**src/rtl/core/dro_pkg.sv**
```systemverilog
// Shared types, constants and a lookup function for the dead-reckoning odometry block.
// Used by dro_ctrl, dro_datapath and dead_reckoning_odometry; depends on nothing.
package dro_pkg;

  localparam int TrigBitsDefault = 16;
  localparam int AtanCount = 24;
  localparam int IterW = 5;
  localparam int NumRegs = 8;
  localparam int CfgIdxW = 3;

  localparam logic signed [33:0] CordicGain = 34'sd652032874;
  localparam logic [7:0] ColourStart = 8'd240;
  localparam logic [7:0] FadeStart = 8'd25;
  localparam logic [11:0] PixelMax = 12'd4095;

  typedef enum logic [CfgIdxW-1:0] {
    REG_SPEED_GAIN    = 3'd0,
    REG_TURN_GAIN     = 3'd1,
    REG_BORDER_PIXELS = 3'd2,
    REG_WORLD_X_MIN   = 3'd3,
    REG_WORLD_Y_MIN   = 3'd4,
    REG_X_PIXEL_SCALE = 3'd5,
    REG_Y_PIXEL_SCALE = 3'd6,
    REG_FADE_PERIOD   = 3'd7
  } reg_idx_e;

  typedef enum logic [2:0] {
    MUL_NONE,
    MUL_TURN,
    MUL_SPEED,
    MUL_COS,
    MUL_SIN,
    MUL_PIXX,
    MUL_PIXY
  } mul_sel_e;

  typedef struct packed {
    logic signed [15:0] speed;
    logic [16:0]        turn;
  } in_beat_t;

  typedef struct packed {
    logic signed [31:0] pos_x;
    logic signed [31:0] pos_y;
    logic [15:0]        heading_out;
    logic [11:0]        pixel_x;
    logic [11:0]        pixel_y;
    logic [7:0]         trail_colour;
  } out_beat_t;

  typedef struct packed {
    logic     load_in;
    mul_sel_e mul_sel;
    logic     head_wr;
    logic     step_wr;
    logic     rot_step;
    logic     x_wr;
    logic     y_wr;
    logic     pixx_wr;
    logic     finish;
  } dp_cmd_t;

  typedef struct packed {
    logic rot_last;
    logic out_free;
  } dp_status_t;

  function automatic logic signed [33:0] atan_lut(input logic [IterW-1:0] idx);
    logic signed [33:0] v;
    unique case (idx)
      5'd0:  v = 34'sd536870912;
      5'd1:  v = 34'sd316933406;
      5'd2:  v = 34'sd167458907;
      5'd3:  v = 34'sd85004756;
      5'd4:  v = 34'sd42667331;
      5'd5:  v = 34'sd21354465;
      5'd6:  v = 34'sd10679838;
      5'd7:  v = 34'sd5340245;
      5'd8:  v = 34'sd2670163;
      5'd9:  v = 34'sd1335087;
      5'd10: v = 34'sd667544;
      5'd11: v = 34'sd333772;
      5'd12: v = 34'sd166886;
      5'd13: v = 34'sd83443;
      5'd14: v = 34'sd41722;
      5'd15: v = 34'sd20861;
      5'd16: v = 34'sd10430;
      5'd17: v = 34'sd5215;
      5'd18: v = 34'sd2608;
      5'd19: v = 34'sd1304;
      5'd20: v = 34'sd652;
      5'd21: v = 34'sd326;
      5'd22: v = 34'sd163;
      5'd23: v = 34'sd81;
      default: v = 34'sd0;
    endcase
    return v;
  endfunction

endpackage

```
**src/rtl/core/dro_ctrl.sv**
```systemverilog
// Sequencer for the odometry update: issues datapath commands step by step.
// Depends on dro_pkg for the command and status structs.
module dro_ctrl (
  input  logic                clk_i,
  input  logic                rst_ni,
  input  logic                in_valid_i,
  output logic                in_stall_o,
  input  dro_pkg::dp_status_t status_i,
  output dro_pkg::dp_cmd_t    cmd_o
);

  typedef enum logic [3:0] {
    S_IDLE, S_TURN, S_HEAD, S_STEP, S_ROT, S_MULX, S_ADDX, S_ADDY, S_PIXX, S_PIXY
  } state_e;

  state_e state_q, state_d;

  always_comb begin
    state_d = state_q;
    cmd_o = '0;
    cmd_o.mul_sel = dro_pkg::MUL_NONE;
    unique case (state_q)
      S_IDLE: begin
        if (in_valid_i) begin
          cmd_o.load_in = 1'b1;
          state_d = S_TURN;
        end
      end
      S_TURN: begin
        cmd_o.mul_sel = dro_pkg::MUL_TURN;
        state_d = S_HEAD;
      end
      S_HEAD: begin
        cmd_o.head_wr = 1'b1;
        cmd_o.mul_sel = dro_pkg::MUL_SPEED;
        state_d = S_STEP;
      end
      S_STEP: begin
        cmd_o.step_wr = 1'b1;
        state_d = S_ROT;
      end
      S_ROT: begin
        cmd_o.rot_step = 1'b1;
        if (status_i.rot_last) begin
          state_d = S_MULX;
        end
      end
      S_MULX: begin
        cmd_o.mul_sel = dro_pkg::MUL_COS;
        state_d = S_ADDX;
      end
      S_ADDX: begin
        cmd_o.x_wr = 1'b1;
        cmd_o.mul_sel = dro_pkg::MUL_SIN;
        state_d = S_ADDY;
      end
      S_ADDY: begin
        cmd_o.y_wr = 1'b1;
        cmd_o.mul_sel = dro_pkg::MUL_PIXX;
        state_d = S_PIXX;
      end
      S_PIXX: begin
        cmd_o.pixx_wr = 1'b1;
        cmd_o.mul_sel = dro_pkg::MUL_PIXY;
        state_d = S_PIXY;
      end
      S_PIXY: begin
        if (status_i.out_free) begin
          cmd_o.finish = 1'b1;
          state_d = S_IDLE;
        end
      end
      default: state_d = S_IDLE;
    endcase
  end

  always_ff @(posedge clk_i or negedge rst_ni) begin
    if (!rst_ni) begin
      state_q <= S_IDLE;
    end else begin
      state_q <= state_d;
    end
  end

  assign in_stall_o = (state_q != S_IDLE);

endmodule

```
**config.mk**
```make
export PLATFORM = sky130hd
export DESIGN_NAME = dro_ctrl
export DESIGN_NICKNAME = d
export VERILOG_FILES = /design/src/rtl/core/dro_pkg.sv /design/src/rtl/core/dro_ctrl.sv
export SDC_FILE = /design/constraint.sdc
export NUM_CORES = 1
export LEC_CHECK = 0
export ABC_AREA = 1
export BUFFER_PORTS_ARGS = -buffer_cell sky130_fd_sc_hd__buf_2
export CORE_AREA = 10 10 47 49
export DETAILED_ROUTE_END_ITERATION = 12
export DIE_AREA = 0 0 57 59
export GPL_TIMING_DRIVEN = 0
export PLACE_DENSITY = 0.57
export SLEW_MARGIN = 20
export SYNTH_ARGS = -nofsm -noshare
export SYNTH_HDL_FRONTEND = slang
export SYNTH_SLANG_ARGS = --single-unit
export TNS_END_PERCENT = 100
```
**constraint.sdc**
```tcl
create_clock -name clk_i -period 1.47 [get_ports clk_i]
set_input_delay 0 -clock clk_i [delete_from_list [all_inputs] [get_ports clk_i]]
set_output_delay 0 -clock clk_i [all_outputs]
set_load 0.03 [all_outputs]
```
==> flow_summary_export.csv <==
group,metric,value,unit
setup_path,worstPathRequired,1.47,ns
route,routed_wl,833,um
cts,cts.clk_slew.worst_paths,0.04,ns
synthesis,yosysUniqueCellTypes,13,
synthesis,postSynthCellCount,50,
cts,clockBufferDepth,2,
run,maxCapViolations,0,
route,dr.pass1.iters,4,
synthesis,synth_seq_cells,4,
setup_path,cp-start-kind,"register",
worst_hold_path,min_from,"status_i[0]",
global_route,grt_overflow,0,
finish,largest_reg_flops,4,
pwr,power_density,2715,nW/um2
floorplanning,io_pins,17,
global_route,grt_usage,0.04900,
floorplanning,start_util,0.2268,
floorplanning,dieWidth,57,um
timing,maxSlewHeadroom,0.8104,
timing,finalHoldViolations,0,
timing,setup_ws,0.1258,ns
worst_hold_path,hold_class,"input port to register",
route,viasPerCell,4.151,
finish,fin_nets,77,
timing,rsz0062_at_grt,"no",
setup_path,crit_arrival,1.34,ns
timing,setup_tns,0,ns
placement,io_buffers,16,
synthesis,ys_seq_area_frac,0.3150,
placement,detailed_place_hpwl,710.5,um
timing,tightest_slew,0.2844,ns
cts,clock_latency,0.23,ns
global_route,antenna_found_initial,0,
finish,layout-drive-gt1-share,0.4429,
setup_path,cp_max_fo,7,
finish,reg_top3,"state_q (4)",
setup_path,crit_path_end_kind,"primary output",
route,wire_per_inst,9.686,um
timing,timing.final.max_slew_violations,0,
setup_path,crit_start,"state_q[1]",
global_route,grt_pass1_wl,1.297,mm
timing,period_needed,1.344,ns
finish,layout_commonest_cell,"buf_2",
run_status,status,"complete, no violations",
cts,cts_tree,"done",
timing,max_freq,0.7440,GHz
placement,globalplace.congestion,0.7168,
global_route,grt_max_degree,8,
pwr,leakage,0.2892,nW
finish,layout_common_cells,"16 x buf_2, 11 x nand2_1, 10 x inv_1",
route,vias,357,
synthesis,yosys_warnings,0,
cts,cts.sinks,4,
timing,skew,0.0004295,ns
cts,h-tree-depth,1,
cts,cts_buffers,3,
synthesis,synth_top_area_share,0.3150,
route,final_antenna_net_count,0,
setup_path,crit_type,"register to primary output",
route,drtIter0Drc,3,
route,drc,0,
synthesis,syn_nets,55,
timing,fin_crit_sh,0.9144,
cts,post_cts_buffers,0,
synthesis,post-synth-top-area-cell,"dfrtp_1",
cts,cts_root_buf,"clkbuf_4",
timing,setup_viol,0,
placement,detailedPlace.worstSlack,0.3051,ns
synthesis,synthesis.area,317.8,um2
finish,regMostFlops,"state_q",
global_route,grt_pass1_vias,325,
finish,area_growth,43.31,%
floorplanning,row_count,14,
setup_path,r2r_start,"state_q[3]",
floorplanning,die_y,59,um
floorplanning,dieArea,3363,um2
synthesis,syn_avg_cell_area,6.356,um2
synthesis,yosys-top-cells-area,"dfrtp_1 31%, nand2_1 13%, inv_1 12%",
pwr,max-vdd-ir-drop,0.001025,V
finish,num_antenna_cells,0,
floorplanning,fp.coreArea,1401,um2
-- layer usage --
layer | vias to the layer above | track usage | routed length (um)
li1 | 192 | - | -
met1 | 154 | 0.05036 | 329
met2 | 11 | 0.06977 | 408
met3 | 0 | 0.02361 | 96
met4 | 0 | 0.05034 | 0
met5 | - | 0 | 0
-- final timing paths --
check                           depth (start not counted)         end  slack (ns)
min in group asynchronous                               2  state_q[1]        0.10
worst min register to register                          1  state_q[1]        0.56
worst max-delay path                                    6    cmd_o[9]        0.13
worst max register to register                          4  state_q[0]        0.40
max in group asynchronous                               2  state_q[3]        1.26
worst min-delay path                                    4  state_q[3]        0.07
-- synthesized netlist by cell type --
cell type / count
nand2_1: 11
inv_1: 10
nor2_2: 6
nand3_1: 5
dfrtp_1: 4
inv_2: 4
nor2_1: 3
nor3_1: 2
a211oi_1: 1
nand3_2: 1
nor3_2: 1
o21ai_0: 1
o21bai_1: 1
-- logic make-up after synthesis --
logic type / count (synthesis) / synth area share
and+or+nand+nor: 29 / 0.4567
AOI/OAI and AO/OA: 3 / 0.06299
DFF: 4 / 0.3150
buffers and inverters: 14 / 0.1654
-- power by group --
group | internal (mW) | switching (mW) | leakage, nW
registers | 0.167 | 0.101 | 0.0495
logic | 0.237 | 0.600 | 0.226
clock network | 0.0910 | 0.0402 | 0.0138
total | 0.495 | 0.741 | 0.289
-- worst max-delay path, stage by stage (launching register included) --
cell and delay, ns:
dfrtp_1 0.47, nor2_4 0.20, nand2_1 0.10, inv_2 0.07
nor2_2 0.04, nand2_1 0.05, buf_2 0.19
-- repair_timing --
action	in CTS	in global routing
hold buffers	1	0
setup endpoints to repair	0	1
endpoints found under the hold margin	4	0
resized for setup	0	1
-- through the flow --
stage,cells,utilization,area (um2),hold slack [ns],power [mW]
global route,86,0.3250,455.4,0.09695,1.348
detailed placement,82,0.2982,417.9,-0.1929,1.106
global placement,82,0.2982,417.9,-0.1941,1.105
finish,86,0.3250,455.4,0.06992,1.236
CTS,86,0.3214,450.4,0.06589,1.249
floorplan,50,-,317.8,-0.2956,0.8767
-- cell type report --
| class | instances | area, um2 |
|---|---|---|
| Tap cell | 16 | 20.02 |
| Clock buffer | 3 | 22.52 |
| Inverter | 14 | 52.55 |
| Timing Repair Buffer | 17 | 90.09 |
| Fill cell | 167 | 945.9 |
| Multi-Input combinational cell | 32 | 170.2 |
| Sequential cell | 4 | 100.1 |
Power figures use the tool's default switching activity.
